## src/hdl/iee_ram.sv

```systemverilog
// Simple dual-port RAM with registered read data, used for both stacks.
module iee_ram #(
    parameter int WIDTH = 32,
    parameter int DEPTH = 32
) (
    input  logic                     i_clk,
    input  logic                     i_we,
    input  logic [$clog2(DEPTH)-1:0] i_waddr,
    input  logic [WIDTH-1:0]         i_wdata,
    input  logic [$clog2(DEPTH)-1:0] i_raddr,
    output logic [WIDTH-1:0]         o_rdata
);
    logic [WIDTH-1:0] r_mem [DEPTH];

    always_ff @(posedge i_clk) begin
        if (i_we) begin
            r_mem[i_waddr] <= i_wdata;
        end
        o_rdata <= r_mem[i_raddr];
    end
endmodule

```

## config.mk

```make
export PLATFORM = sky130hd
export DESIGN_NAME = iee_ram
export DESIGN_NICKNAME = d
export VERILOG_FILES = /design/src/hdl/iee_ram.sv
export SDC_FILE = /design/constraint.sdc
export NUM_CORES = 1
export LEC_CHECK = 0
export BUFFER_PORTS_ARGS = -buffer_cell sky130_fd_sc_hd__buf_4
export CORE_UTILIZATION = 62
export DETAILED_ROUTE_END_ITERATION = 8
export GPL_TIMING_DRIVEN = 0
export PLACE_DENSITY_LB_ADDON = 0.3
export SETUP_SLACK_MARGIN = 0.4
export SLEW_MARGIN = 20
export SYNTH_ARGS = -nofsm -noshare
export SYNTH_HDL_FRONTEND = slang
export SYNTH_SLANG_ARGS = --single-unit
```

## constraint.sdc

```tcl
create_clock -name i_clk -period 3.1 [get_ports i_clk]
set_input_delay 0.155 -clock i_clk [delete_from_list [all_inputs] [get_ports i_clk]]
set_output_delay 0.155 -clock i_clk [all_outputs]
set_load 0.05 [all_outputs]
```

==> metrics.txt <==
outcome=finished, final reports clean; Die Span Y=258 um; nets=2545; synthesized area=40500 um^2; Max-slew headroom=approximately 30%; CTS max path bufs=3; power share of the clock group=40.3%; top achievable clock speed=roughly 520 MHz; drt pass-1 iters=5; pin count of the biggest net entering global routing=33; RSZ-0062 raised after global routing=no; # H-tree levels=3; Final min period=1.92 ns; Starting Density=between 60% and 70%; drt initial violations=between 2000 and 3000; number of distinct library cells after synthesis=25; Logic pwr share=6.3%; crit path capture type=flop; CTS clock-pin slew for the worst setup and hold paths=~0.06 ns; switch share=21.4%; Synth area leaders=edfxtp_1 (76%), mux2i_1 (13%), a22oi_1 (1.8%); WHS=~0.25 ns; Final Util=72.5%; post_cts resized=0; placed insts=3223; WL per Instance=approximately 28 um; Setup violations, final=0; root buf cell=clkbuf_16; Setup CP Type=input pin to flop; clock latency on the worst-skew pair=0.67 ns; Worst Path Max Fanout=10; P&R area growth vs syn=15.4%; first-pass GRT wire length=138 mm; Seq/Total Area, Yosys=77.5%; worst slew pin tran=1.06 ns; fraction of layout instances using a drive strength above 1=14.1%; Port-buffer cells=74; Critical-path top delay cell=a31oi_1; Synthesis Warnings=0; row count=93; Int Power=23.4 mW; cell leakage power=16.4 nW; Syn Nets=roughly 2300; Routed Antenna Nets=0; routed vias=approximately 22000; CTS sink cnt=1056; Crit path top cell by count=buf_4; nature of the critical path startpoint=input pin; MaxCap Viol Count=0; sequential group share of total power=53.4%; setup slack, reg-to-reg=approximately 1.3 ns; antenna violations before repair=4; data required time at the worst endpoint=~3.5 ns; post-detail-place hpwl=60.6 mm; sw power=6.39 mW; Synth Register Bits=between 1000 and 1500; Yosys top cell area share=about 76%; total die area=66300 um^2; most common cell after layout, fill and taps aside=edfxtp_1; final worst path period share=61.9%; WL final=95.0 mm; Num CTS Buffers=a little under 100; Fin. Hold Viols=0; fin cells=3442; cell accounting for the most synthesized area=edfxtp_1; vias in the first global route=about 22000; delay of the slowest cell on the worst path=0.56 ns; PwrDens=638 nW/um^2; Arr. time, crit path=2.36 ns; total gr overflow=0; gpl congestion=0.855; Die Wd=between 200 and 300 um; core outline area=64500 um^2; CTS tree=yes; Hold Crit Class=input pin to flop; Mean Syn Cell Area=17.9 um^2; Remaining DRCs=0; GR Util All Layers=between 20% and 30%; Worst Skew=between 0.015 and 0.02 ns; Vias per Instance=roughly 6.4; commonest non-fill, non-tap cells in the layout=edfxtp_1 (1024), mux2i_1 (512), buf_4 (107), clkbuf_16 (103); Max VDD drop=473 uV; final setup TNS=0 ns; post-CTS setup buffer count=0; max-slew violations=0; I/O pin count=76; cell count after synthesis=2260; cells along the critical path=buf_4 > and2b_1 > buf_4 > clkbuf_1 > a22oi_1 > a31oi_1 > nand3_1
-- worst paths after layout --
path / start / depth (start not counted) / endpoint
max: i_raddr[2] / 7 / o_rdata[14]
max reg2reg: r_mem[0][14] / 5 / o_rdata[14]
min: i_raddr[3] / 5 / o_rdata[0]
min reg2reg: r_mem[10][23] / 4 / o_rdata[23]
-- flip-flops by register name, summed over array words and instances (netlist names) --
signal   flops
r_mem     1024
o_rdata     32
-- timing repair --
action / CTS / global route
hold buffers: 32 / 0
endpoints found under the hold margin: 1024 / 0
setup endpoints to repair: 0 / 0
-- metal layers --
layer / wire length (um) / vias to the layer above / global-route usage (%) / part of all wire (%)
li1: - / 9476 / - / -
met1: 35000 / 11100 / 36.4 / 37
met2: 47500 / 1198 / 48.4 / 50
met3: 9250 / 227 / 6.37 / 9.7
met4: 3250 / 4 / 11.5 / 3.4
met5: 27 / - / 0 / 0.028
-- per-stage QoR --
step	power (mW)	setup WS, ns	cell area, um^2
floorplan	17.2	0.511	40500
global placement	17.9	-1.09	42100
detailed placement	18.0	0.590	43100
CTS	29.9	1.21	46700
global route	30.5	1.13	46700
finish	29.8	1.18	46700
-- layout make-up --
class	instances	area (um^2)
multi-input combinational	1077	8580
clock buffer	131	2780
antenna	1	2.50
tap	855	1070
clock inverter	55	480
fill	3753	17800
timing repair buffer	140	1650
sequential	1056	31400
buffer	127	753
-- Yosys cell counts, drive strengths merged --
cell,n
and2,1
a21oi,96
or2,1
dfxtp,32
nand3b,5
nand3,98
nor2,34
and2b,1
nor2b,1
nand2,98
nor3,32
a22oi,96
a31oi,32
a22o,64
buf,79
or3b,3
mux2i,512
nand2b,2
clkbuf,48
or3,1
edfxtp,1024
-- cells by family after synthesis --
| family | synth area share (%) |
|---|---|
| multiplexers | 12.7 |
| flip-flops | 77.5 |
| AO/OA/AOI/OAI | 4.85 |
| buffers and inverters | 1.86 |
| AND/OR/NAND/NOR | 3.10 |
-- power groups by stage --
stage	clock, mW	combinational, mW	sequential [mW]
2_1_floorplan	0	0.820	16.4
3_3_place_gp	0	1.72	16.2
3_5_place_dp	0	1.81	16.2
4_1_cts	12.1	1.86	15.9
5_1_grt	12.6	1.96	15.9
6_report	12.0	1.87	15.9
-- critical path: cells and delay by family --
family	cells	cell delay, ns
buffers and inverters	3	0.89
AOI/OAI and AO/OA	2	0.79
and+or+nand+nor	2	0.52
(Power assumes the default switching activity.)
