$ cat src/hdl/iee_pkg.sv
// Shared types, constants and arithmetic helpers for the infix expression evaluator.
package iee_pkg;

    localparam int STACK_DEPTH     = 32;
    localparam int FRAC_BITS       = 16;
    localparam int MAX_FRAC_DIGITS = 9;

    localparam int AW   = $clog2(STACK_DEPTH);
    localparam int CW   = $clog2(STACK_DEPTH + 1);
    localparam int DIVW = 32 + FRAC_BITS;

    localparam logic [15:0] INT_ACC_MAX = 16'hFFFF;
    localparam logic [31:0] POS_MAX     = 32'h7FFF_FFFF;
    localparam logic [31:0] NEG_MIN     = 32'h8000_0000;

    typedef enum logic [2:0] {
        OP_END   = 3'd0,
        OP_ADD   = 3'd1,
        OP_SUB   = 3'd2,
        OP_MUL   = 3'd3,
        OP_DIV   = 3'd4,
        OP_OPEN  = 3'd5,
        OP_CLOSE = 3'd6
    } t_op;

    typedef logic [1:0] t_status;
    localparam t_status ST_OK        = 2'd0;
    localparam t_status ST_ILLEGAL   = 2'd1;
    localparam t_status ST_DIVZERO   = 2'd2;
    localparam t_status ST_MALFORMED = 2'd3;

    localparam logic [7:0] CH_ZERO  = 8'h30;
    localparam logic [7:0] CH_NINE  = 8'h39;
    localparam logic [7:0] CH_POINT = 8'h2E;
    localparam logic [7:0] CH_PLUS  = 8'h2B;
    localparam logic [7:0] CH_MINUS = 8'h2D;
    localparam logic [7:0] CH_STAR  = 8'h2A;
    localparam logic [7:0] CH_SLASH = 8'h2F;
    localparam logic [7:0] CH_OPEN  = 8'h28;
    localparam logic [7:0] CH_CLOSE = 8'h29;

    function automatic logic [29:0] pow10(input logic [3:0] d);
        logic [29:0] p;
        case (d)
            4'd0:    p = 30'd1;
            4'd1:    p = 30'd10;
            4'd2:    p = 30'd100;
            4'd3:    p = 30'd1000;
            4'd4:    p = 30'd10000;
            4'd5:    p = 30'd100000;
            4'd6:    p = 30'd1000000;
            4'd7:    p = 30'd10000000;
            4'd8:    p = 30'd100000000;
            default: p = 30'd1000000000;
        endcase
        return p;
    endfunction

    // Apply sign to a magnitude and clamp to the signed 32-bit range.
    function automatic logic [31:0] sat_mag(input logic neg, input logic [63:0] m);
        logic [31:0] r;
        if (neg) begin
            if (m > 64'(NEG_MIN)) r = NEG_MIN;
            else                  r = 32'd0 - m[31:0];
        end else begin
            if (m > 64'(POS_MAX)) r = POS_MAX;
            else                  r = m[31:0];
        end
        return r;
    endfunction

    function automatic logic [31:0] sat_sum(input logic [32:0] s);
        logic [31:0] r;
        if (s[32] != s[31]) r = s[32] ? NEG_MIN : POS_MAX;
        else                r = s[31:0];
        return r;
    endfunction

endpackage

$ cat src/hdl/iee_div.sv
// Restoring divider, one quotient bit per cycle.
module iee_div (
    input  logic                      i_clk,
    input  logic                      i_rst_n,
    input  logic                      i_start,
    input  logic [iee_pkg::DIVW-1:0]  i_dividend,
    input  logic [31:0]               i_divisor,
    output logic                      o_busy,
    output logic                      o_done,
    output logic [iee_pkg::DIVW-1:0]  o_quotient
);
    import iee_pkg::*;

    localparam int NW = $clog2(DIVW + 1);

    logic [32:0]     r_rem;
    logic [DIVW-1:0] r_quo;
    logic [31:0]     r_dvs;
    logic [NW-1:0]   r_cnt;
    logic            r_busy;
    logic            r_done;
    logic [32:0]     rem_sh;
    logic            fits;

    assign rem_sh = {r_rem[31:0], r_quo[DIVW-1]};
    assign fits   = rem_sh >= {1'b0, r_dvs};

    always_ff @(posedge i_clk) begin
        if (!i_rst_n) begin
            r_busy <= 1'b0;
            r_done <= 1'b0;
            r_cnt  <= '0;
        end else begin
            r_done <= 1'b0;
            if (i_start) begin
                r_busy <= 1'b1;
                r_cnt  <= NW'(DIVW);
                r_rem  <= '0;
                r_quo  <= i_dividend;
                r_dvs  <= i_divisor;
            end else if (r_busy) begin
                // shift in one dividend bit, subtract when it fits
                r_rem <= fits ? (rem_sh - {1'b0, r_dvs}) : rem_sh;
                r_quo <= {r_quo[DIVW-2:0], fits};
                r_cnt <= r_cnt - NW'(1);
                if (r_cnt == NW'(1)) begin
                    r_busy <= 1'b0;
                    r_done <= 1'b1;
                end
            end
        end
    end

    assign o_busy     = r_busy;
    assign o_done     = r_done;
    assign o_quotient = r_quo;
endmodule

$ cat config.mk
export PLATFORM = sky130hd
export DESIGN_NAME = iee_div
export DESIGN_NICKNAME = d
export VERILOG_FILES = /design/src/hdl/iee_pkg.sv /design/src/hdl/iee_div.sv
export SDC_FILE = /design/constraint.sdc
export NUM_CORES = 1
export LEC_CHECK = 0
export BUFFER_PORTS_ARGS = -buffer_cell sky130_fd_sc_hd__buf_2
export CAP_MARGIN = 20
export CORE_ASPECT_RATIO = 0.7
export CORE_MARGIN = 2
export CORE_UTILIZATION = 60
export CTS_CLUSTER_SIZE = 12
export DETAILED_ROUTE_END_ITERATION = 16
export PLACE_DENSITY_LB_ADDON = 0.08
export SYNTH_ARGS = -nofsm -noshare
export SYNTH_HDL_FRONTEND = slang
export SYNTH_SLANG_ARGS = --single-unit
$ cat constraint.sdc
create_clock -name i_clk -period 10.08 [get_ports i_clk]
set_input_delay 1.008 -clock i_clk [delete_from_list [all_inputs] [get_ports i_clk]]
set_output_delay 1.008 -clock i_clk [all_outputs]
set_load 0.1 [all_outputs]
==> flow_results.org, run 1 <==
** Route
- In this run the remaining antenna-violating nets after routing total 0.
- In the final routed layout, each cell accounts on average for 16.7 um.
- Violation count after the first detailed-routing iteration :: 316
- The final route contains 4,769 vias.
- The first detailed-routing pass took 4 iterations.
- DRC violations left :: 0
- Post-DR vias/cell :: 5.54
- For this block, the routed nets add up to 14,400 um of wire.

** STA
- Worst setup skew after layout :: 0.00916 ns
- Share of the cycle needed by the critical path after routing :: 0.334
- Clock period minus final worst setup slack :: 3.37 ns
- Final Hold Viols :: 0
- The worst pin sits at a relative slew slack of 0.394.
- Final worst-path setup slack :: 6.71 ns
- FMAX :: 297 MHz
- Setup violations remaining at the end of the flow were counted as 0.
- Pins Over Slew Limit :: 0
- At the pin with the least slew margin, the transition time is 0.909 ns.
- In the final timing run, aggregate negative setup slack is 0 ns.
- Unrepaired setup endpoints after global routing :: no

** Global routing
- The via count of the first global-routing pass came to 4,470.
- Entering global routing, the biggest net connects 82 pins.
- Gr ovfl total :: 0
- Number of antenna violations at the first check in global routing :: 0
- First-pass GRT wire length :: 22,100 um
- Combined global-route utilization of all metal layers :: 0.245

** Worst setup path
- Data on the critical path arrives at its endpoint at 3.50 ns.
- Classification of the worst setup path :: reg -> reg
- Kind of end point of the critical path :: register
- The worst setup path is launched from a register.
- Top fanout value on the critical path :: 40
- STA puts the critical path data required time at 10.22 ns.

** Job
- Across the run, the number of max-cap violations was 0.

** Final layout
- Area used by multi-input combinational logic :: 0.00290 mm^2
- Layout area overhead :: 20.4%
- Leading cell type in the layout, fill and taps excluded :: sky130_fd_sc_hd__buf_2
- After filler insertion, the fill cell instance count of the layout stands at 743.
- Area taken by flip-flops and latches :: 0.00352 mm^2
- Final std cells w/o fill :: 861
- In the final layout, the share of cells above drive strength 1 is 0.319.
- Leading cell types in the layout, fill and taps excluded :: sky130_fd_sc_hd__buf_2 (132), sky130_fd_sc_hd__edfxtp_1 (112), sky130_fd_sc_hd__nor2_1 (51), sky130_fd_sc_hd__mux2_2 (47), sky130_fd_sc_hd__inv_1 (44)
- The repair_antennas step left the layout with diodes totalling 0.
- Final cell utilization of the core :: 0.736
- In the final design database the tool counted 813 nets.

** Power and ir drop
- Cell internal power was estimated by the tool at 1.09 mW.
- In this run the power spent charging and discharging nets is 535 uW.
- Of the total power, the share spent switching nets is 0.328.
- VDD IR-drop max :: 0.000137 V
- Share of power burned in combinational logic :: 0.266
- PwrDens :: 203 mW/mm^2
- Overall power :: 1.63 mW
- Leakage Power :: 3.38 nW
- Portion of total power attributed to sequential cells :: 0.378
- Clock power frac :: 0.356

** Die
- Full die area :: 0.0120 mm^2
- The initial utilization of the core area, before any placement, comes to 0.611.
- From bottom edge to top edge, the die measures 92.3 um.
- The die is 130 um wide.
- Standard cell core area :: 0.0109 mm^2
- # rows :: 32
- # IOs :: 133

** Clock network
- Clock network latency to the later pin of the worst-skew pair :: 0.43 ns
- Post-CTS timing repair inserted 0 buffers for setup.
- After clock tree synthesis, the clock-pin slew on the worst setup and hold paths is 0.06 ns.
- After clock tree synthesis, the flow added hold-fix buffers numbering 0.
- CTS tree :: yes
- In this run, CTS created clock tree buffers numbering 17.
- Counting along the longest clock path gives a buffer depth of 2.
- The H-tree was split into 4 levels.
- Count of cells resized by post-cts repair :: 0
- Buffer cell driving the clock tree root :: sky130_fd_sc_hd__clkbuf_16
- Total number of clock tree sinks :: 120

** Synth
- Synthesis produced a netlist whose cell count is 563.
- In this run, synthesis inferred 112 flip-flops with an integrated enable.
- Mean instance size in the synthesized netlist :: 11.9 um^2
- Syn_nets :: 681
- The Yosys step of the flow raised 0 warnings.
- The synthesized netlist occupies a cell area of 0.00668 mm^2.
- Counting flops and latches in the post-synthesis netlist gives 120.
- The most used flip-flop cell after synthesis is sky130_fd_sc_hd__edfxtp_1.
- Post-synthesis sequential area ratio :: 0.527
- For this run, asynchronously set or reset flops after synthesis account for 0.
- Top cells by area, synth :: sky130_fd_sc_hd__edfxtp_1 (50%), sky130_fd_sc_hd__mux2_2 (7.9%), sky130_fd_sc_hd__ha_1 (6.4%)
- The share of synthesized area in the top cell type comes to 0.503.
- Of all cell types, the one taking the most synthesized area is sky130_fd_sc_hd__edfxtp_1.
- Counting distinct cell types in the post-synthesis netlist gives 58.

** Placement
- Routability-driven placement finished with a final weighted congestion of 0.929.
- The count of buffers added on input and output ports is 132.
- OpenSTA, run right after detailed placement, puts the worst setup slack at 6.75 ns.
- Hpwl dp :: 9990 um
- Once placement completed, the tool counted placed cells totaling 828.

** Run status
- Status :: finished, final reports clean

** Min path
- The path class of the tightest hold or removal check is reg -> reg.
==> critical path, stage by stage (launching register included) <==
cell and delay, ns:
sky130_fd_sc_hd__edfxtp_1 0.42, sky130_fd_sc_hd__ha_1 0.40, sky130_fd_sc_hd__a21o_1 0.21, sky130_fd_sc_hd__a21o_1 0.18, sky130_fd_sc_hd__o21ai_1 0.21, sky130_fd_sc_hd__nand3_1 0.16, sky130_fd_sc_hd__o21ai_2 0.25, sky130_fd_sc_hd__o31a_1 0.21
sky130_fd_sc_hd__o221a_4 0.66, sky130_fd_sc_hd__mux2i_1 0.28, sky130_fd_sc_hd__nor2_1 0.05
==> logic make-up after synthesis <==
logic type | Yosys count | synth area share
flops | 120 | 0.527
fa+ha+maj | 35 | 0.0667
compound gates | 113 | 0.118
simple gates | 123 | 0.0875
xor+xnor | 32 | 0.0419
mux | 73 | 0.118
buf+inv | 67 | 0.0404
==> metal layers <==
metal  GRT usage  wire, um  part of all wire  vias to the layer above
li1            -         -                 -                     2342
met1       0.340      6530              0.45                     2264
met2       0.367      6680              0.46                      142
met3      0.0728       946             0.066                       21
met4      0.0860       209             0.015                        0
met5           0         0                 0                        -
==> state kept, by name, indices dropped and copies added, names as in the netlist <==
signal,flops
r_cnt,6
r_dvs,32
o_quotient,48
o_busy,1
r_rem,32
o_done,1
==> power by group through the flow <==
| stage | logic [mW] | clock network [mW] | registers [mW] |
|---|---|---|---|
| 2_1_floorplan | 0.252 | 0 | 0.716 |
| 3_3_place_gp | 0.416 | 0 | 0.625 |
| 3_5_place_dp | 0.424 | 0 | 0.626 |
| 4_1_cts | 0.430 | 0.585 | 0.617 |
| 5_1_grt | 0.469 | 0.603 | 0.621 |
| 6_report | 0.434 | 0.580 | 0.616 |
==> area by class of cell <==
class	instances	area share
Clock buffer	18	0.0546
Clock inverter	14	0.0155
Inverter	45	0.0210
Multi-Input combinational cell	376	0.360
Sequential cell	120	0.438
Tap cell	153	0.0238
Timing Repair Buffer	135	0.0874
==> synthesized netlist by cell type (2+ instances only) <==
| master | count |
|---|---|
| sky130_fd_sc_hd__edfxtp_1 | 112 |
| sky130_fd_sc_hd__nor2_1 | 51 |
| sky130_fd_sc_hd__mux2_2 | 47 |
| sky130_fd_sc_hd__inv_1 | 44 |
| sky130_fd_sc_hd__ha_1 | 34 |
| sky130_fd_sc_hd__a21oi_1 | 28 |
| sky130_fd_sc_hd__nand2_1 | 27 |
| sky130_fd_sc_hd__mux2i_1 | 26 |
| sky130_fd_sc_hd__xnor2_1 | 23 |
| sky130_fd_sc_hd__a21o_1 | 17 |
| sky130_fd_sc_hd__clkbuf_1 | 17 |
| sky130_fd_sc_hd__o21ai_0 | 14 |
| sky130_fd_sc_hd__o21a_1 | 10 |
| sky130_fd_sc_hd__nand4_1 | 9 |
| sky130_fd_sc_hd__xor2_1 | 9 |
| sky130_fd_sc_hd__dfxtp_1 | 8 |
| sky130_fd_sc_hd__a211oi_1 | 6 |
| sky130_fd_sc_hd__a31oi_1 | 6 |
| sky130_fd_sc_hd__nand3_1 | 6 |
| sky130_fd_sc_hd__nand2b_1 | 5 |
| sky130_fd_sc_hd__nor2b_1 | 5 |
| sky130_fd_sc_hd__o21bai_1 | 5 |
| sky130_fd_sc_hd__nand3b_1 | 4 |
| sky130_fd_sc_hd__nor3_1 | 4 |
| sky130_fd_sc_hd__buf_2 | 3 |
| sky130_fd_sc_hd__o211ai_1 | 3 |
| sky130_fd_sc_hd__o31a_1 | 3 |
| sky130_fd_sc_hd__a211oi_2 | 2 |
| sky130_fd_sc_hd__and3_1 | 2 |
| sky130_fd_sc_hd__buf_6 | 2 |
| sky130_fd_sc_hd__nor4b_1 | 2 |
| sky130_fd_sc_hd__o22ai_1 | 2 |
| sky130_fd_sc_hd__o31ai_2 | 2 |
==> per-stage QoR <==
step,instance area (um^2),hold slack (ns)
after detailed placement,7450,0.532
final,8050,0.534
after CTS,8020,0.537
after global routing,8050,0.550
after floorplan,6680,0.469
after global placement,7450,0.482
==> worst paths after layout <==
kind | startpoint | end | slack [ns] | depth (start not counted)
hold reg to reg | r_cnt[1]$_SDFFE_PP0P_ | r_cnt[1]$_SDFFE_PP0P_ | 0.53 | 2
hold / removal | r_cnt[1]$_SDFFE_PP0P_ | r_cnt[1]$_SDFFE_PP0P_ | 0.53 | 2
setup / recovery | r_rem[2]$_SDFFCE_PP0P_ | r_rem[25]$_SDFFCE_PP0P_ | 6.71 | 10
setup reg to reg | r_rem[2]$_SDFFCE_PP0P_ | r_rem[25]$_SDFFCE_PP0P_ | 6.71 | 10
Note: power is estimated with default switching activity, not from simulation.
==> inputs of run 2 (changes only) <==
Settings changed: CORE_UTILIZATION 60 to 50.
Clock period 10.08 ns to 2.9 ns, I/O delays scaled along.
==> run 2 against run 1 <==
Core utilization fell by 7.1 points. Sequential cell count did not move. Sequential power rose to 3.5 times the previous value. Design area rose by 8.2%. Routed wire length rose by 5.4%. Largest cell class unchanged. Hold slack got worse by 0.49 ns. Largest power group is now clock. Critical path depth rose by 3. Fmax rose by 17%. Global-route usage fell by 2.8 points. Final cell count rose by 7.1%.
==> flow_results.org, run 2 (synthesized netlist as in run 1, its figures left out) <==
** Run status
- Status :: finished, final reports clean

** Worst setup path
- The worst setup path is captured at a register.
- Arrival time at the worst endpoint :: 3.11 ns (-0.39 ns)
- Top fanout value on the critical path :: 3 (-93%)
- Kind of start point of the critical path :: register
- The reg2reg setup slack came to 0.03 ns (-6.68 ns).
- Data required, critical path :: 3.14 ns (-7.08 ns)
- By startpoint and endpoint, the worst setup path is classified as reg -> reg.

** Die
- The core box area was 0.0131 mm^2 (+20%).
- Starting Density :: 0.510 (-0.101)
- Die H :: 101 um (+9.1%)
- # rows :: 35 (+9.4%)
- The width of the chip is 142 um (+9.3%).
- # IOs :: 133 (unchanged)
- Full die area :: 0.0143 mm^2 (+19%)

** Job
- Count of maximum capacitance violations :: 0 (unchanged)

** Route
- The first-pass iteration count of the detailed router was 5 (+1).
- Violation count after the first detailed-routing iteration :: 296 (-6.3%)
- Routed wirelength normalized by instance count :: 16.4 um (-1.6%)
- The remaining antenna violation count was 0 (unchanged).
- The total vias in the final route came to 4,945 (+3.7%).
- Total length of routed wires :: 15,100 um (+5.4%)
- The number of design rule violations left after detail routing was 0 (unchanged).
- Post-DR vias/cell :: 5.36 (-3.2%)

** Final layout
- The library cells used most frequently in the layout, excluding fill and tap cells, are sky130_fd_sc_hd__buf_2 (131), sky130_fd_sc_hd__edfxtp_1 (112), sky130_fd_sc_hd__nor2_1 (50), sky130_fd_sc_hd__mux2_2 (47), sky130_fd_sc_hd__buf_4 (44).
- Antenna Cells :: 0 (unchanged)
- The ratio of cells with drive above 1 in the final layout was 0.394 (+0.0750).
- Final std cells w/o fill :: 922 (+7.1%)
- Final layout net count :: 861 (+5.9%)
- Max reg flops :: 48 (unchanged)
- Leaving out fill and tap cells, the most frequent cell in the layout is sky130_fd_sc_hd__buf_2.
- Relative to the synthesized area, the layout overhead comes to 30.3%.
- Final cell utilization of the core :: 0.665 (-0.0715)
- Post-route cell area :: 0.00870 mm^2 (+8.2%)

** Clock network
- Buffer cell driving the clock tree root :: sky130_fd_sc_hd__clkbuf_16
- Buffers from clock root to sink, at most :: 2 (unchanged)
- The level count of the clock H-tree was 4 (unchanged).
- The clock insertion delay at the later pin of the skew report came to 0.41 ns (-0.02 ns).
- Total number of clock tree sinks :: 120 (unchanged)
- Clk pin slew, worst setup/hold paths :: 0.06 ns (about the same)
- CTS tree :: yes
- The clock buffer count from CTS came to 17 (unchanged).

** Power and ir drop
- The power per cell area was 694 mW/mm^2 (+240%).
- The standby leakage power was 3.68 nW (+8.6%).
- The post-route total power was 6.04 mW (+270%).
- VDD IR-drop max :: 0.000396 V (+190%)

** STA
- Share of the cycle needed by the critical path after routing :: 0.989 (+0.655)
- The normalized max-slew margin is 0.628 (+0.234).
- FMAX :: 349 MHz (+17%)
- The number of setup violations in the final report is 0 (unchanged).
- Min Hold Slack :: 0.0451 ns (-0.489 ns)
- Unrepaired setup endpoints after global routing :: yes
- The number of max-slew violations in the final report was 0 (unchanged).
- The post-layout minimum cycle time is 2.87 ns (-0.497 ns).
- The actual slew at the worst max-slew pin is 0.551 ns (-0.359 ns).
- The final clock skew is 0.0117 ns (+0.00258 ns).
- The setup slack of the critical path after layout came to 0.0315 ns (-6.68 ns).
- Final Hold Viols :: 0 (unchanged)
- Setup TNS Final :: 0 ns (unchanged)

** Global routing
- Gr ovfl total :: 0 (unchanged)
- The pin count of the biggest net entering global routing came to 73 (-11%).
- First-pass GRT wire length :: 24,000 um (+8.7%)
- Combined global-route utilization of all metal layers :: 0.216 (-0.0282)
- Vias in the first global route :: 4,824 (+7.9%)
- The number of antenna violations at the first check in global routing was 0 (unchanged).

** Min path
- Hold WC Path Type :: in -> reg

** Placement
- The final estimated routing congestion in global placement was 0.864 (-7.0%).
- Post-placement setup slack :: -0.0182 ns (-6.77 ns)
- Cell area reported after detailed placement :: 0.00785 mm^2 (+5.3%)
- Number of instances in the placed design :: 881 (+6.4%)
- Count of buffers from port buffering :: 132 (unchanged)
- Hpwl dp :: 10,700 um (+7.5%)
-- run 2: changes by cell type in the layout (fill, tap and decap cells not counted), sizes merged --
cell	delta
clkinv	-2
bufinv	+2
clkbuf	+2
buf	+47
clkinvlp	-1
-- run 2: worst paths after layout --
kind / from / end / cells after the start
setup reg to reg: r_rem[0]$_SDFFCE_PP0P_ / r_rem[28]$_SDFFCE_PP0P_ / 13
setup / recovery: r_rem[0]$_SDFFCE_PP0P_ / r_rem[28]$_SDFFCE_PP0P_ / 13
hold reg to reg: r_cnt[1]$_SDFFE_PP0P_ / r_cnt[1]$_SDFFE_PP0P_ / 2
hold / removal: i_divisor[8] / r_dvs[8]$_DFFE_PP_ / 1
-- run 2: critical path, cell delays in order, from the launching register on --
cell,delay (ns)
sky130_fd_sc_hd__edfxtp_1,0.39
sky130_fd_sc_hd__buf_4,0.15
sky130_fd_sc_hd__inv_1,0.09
sky130_fd_sc_hd__fa_2,0.25
sky130_fd_sc_hd__nor2b_4,0.06
sky130_fd_sc_hd__o2111ai_4,0.23
sky130_fd_sc_hd__buf_6,0.13
sky130_fd_sc_hd__nand4b_1,0.12
sky130_fd_sc_hd__a311o_1,0.36
sky130_fd_sc_hd__a21oi_2,0.21
sky130_fd_sc_hd__o21ai_2,0.12
sky130_fd_sc_hd__nor4b_2,0.28
sky130_fd_sc_hd__a311oi_2,0.10
sky130_fd_sc_hd__o31ai_2,0.20
-- run 2: power by group --
part / total (mW) / switching [mW] / internal [mW]
clock: 2.16 / 0.798 / 1.36
sequential: 2.15 / 0.0723 / 2.08
combinational: 1.73 / 1.04 / 0.696
total: 6.04 / 1.91 / 4.13
-- run 2: layout make-up --
class / instances / area [um^2]
fill: 1025 / 4390
multi-input combinational: 376 / 3070
timing repair buffer: 183 / 1130
sequential: 120 / 3520
clock inverter: 13 / 171
clock buffer: 19 / 433
tap: 166 / 208
inverter: 45 / 169
-- run 2: timing repair --
action                                 4_1_cts  5_1_grt
pin swaps                                    1       19
hold buffers                                 0        0
buffers inserted                             0        8
setup endpoints to repair                    3       32
gates resized for setup                      3       26
gates cloned                                 0        1
endpoints found under the hold margin        0        0
-- run 2: layer usage --
metal,routed length [um],GRT usage
met1,7490,0.316
met2,6700,0.321
met3,762,0.0466
met4,198,0.0746
met5,0,0
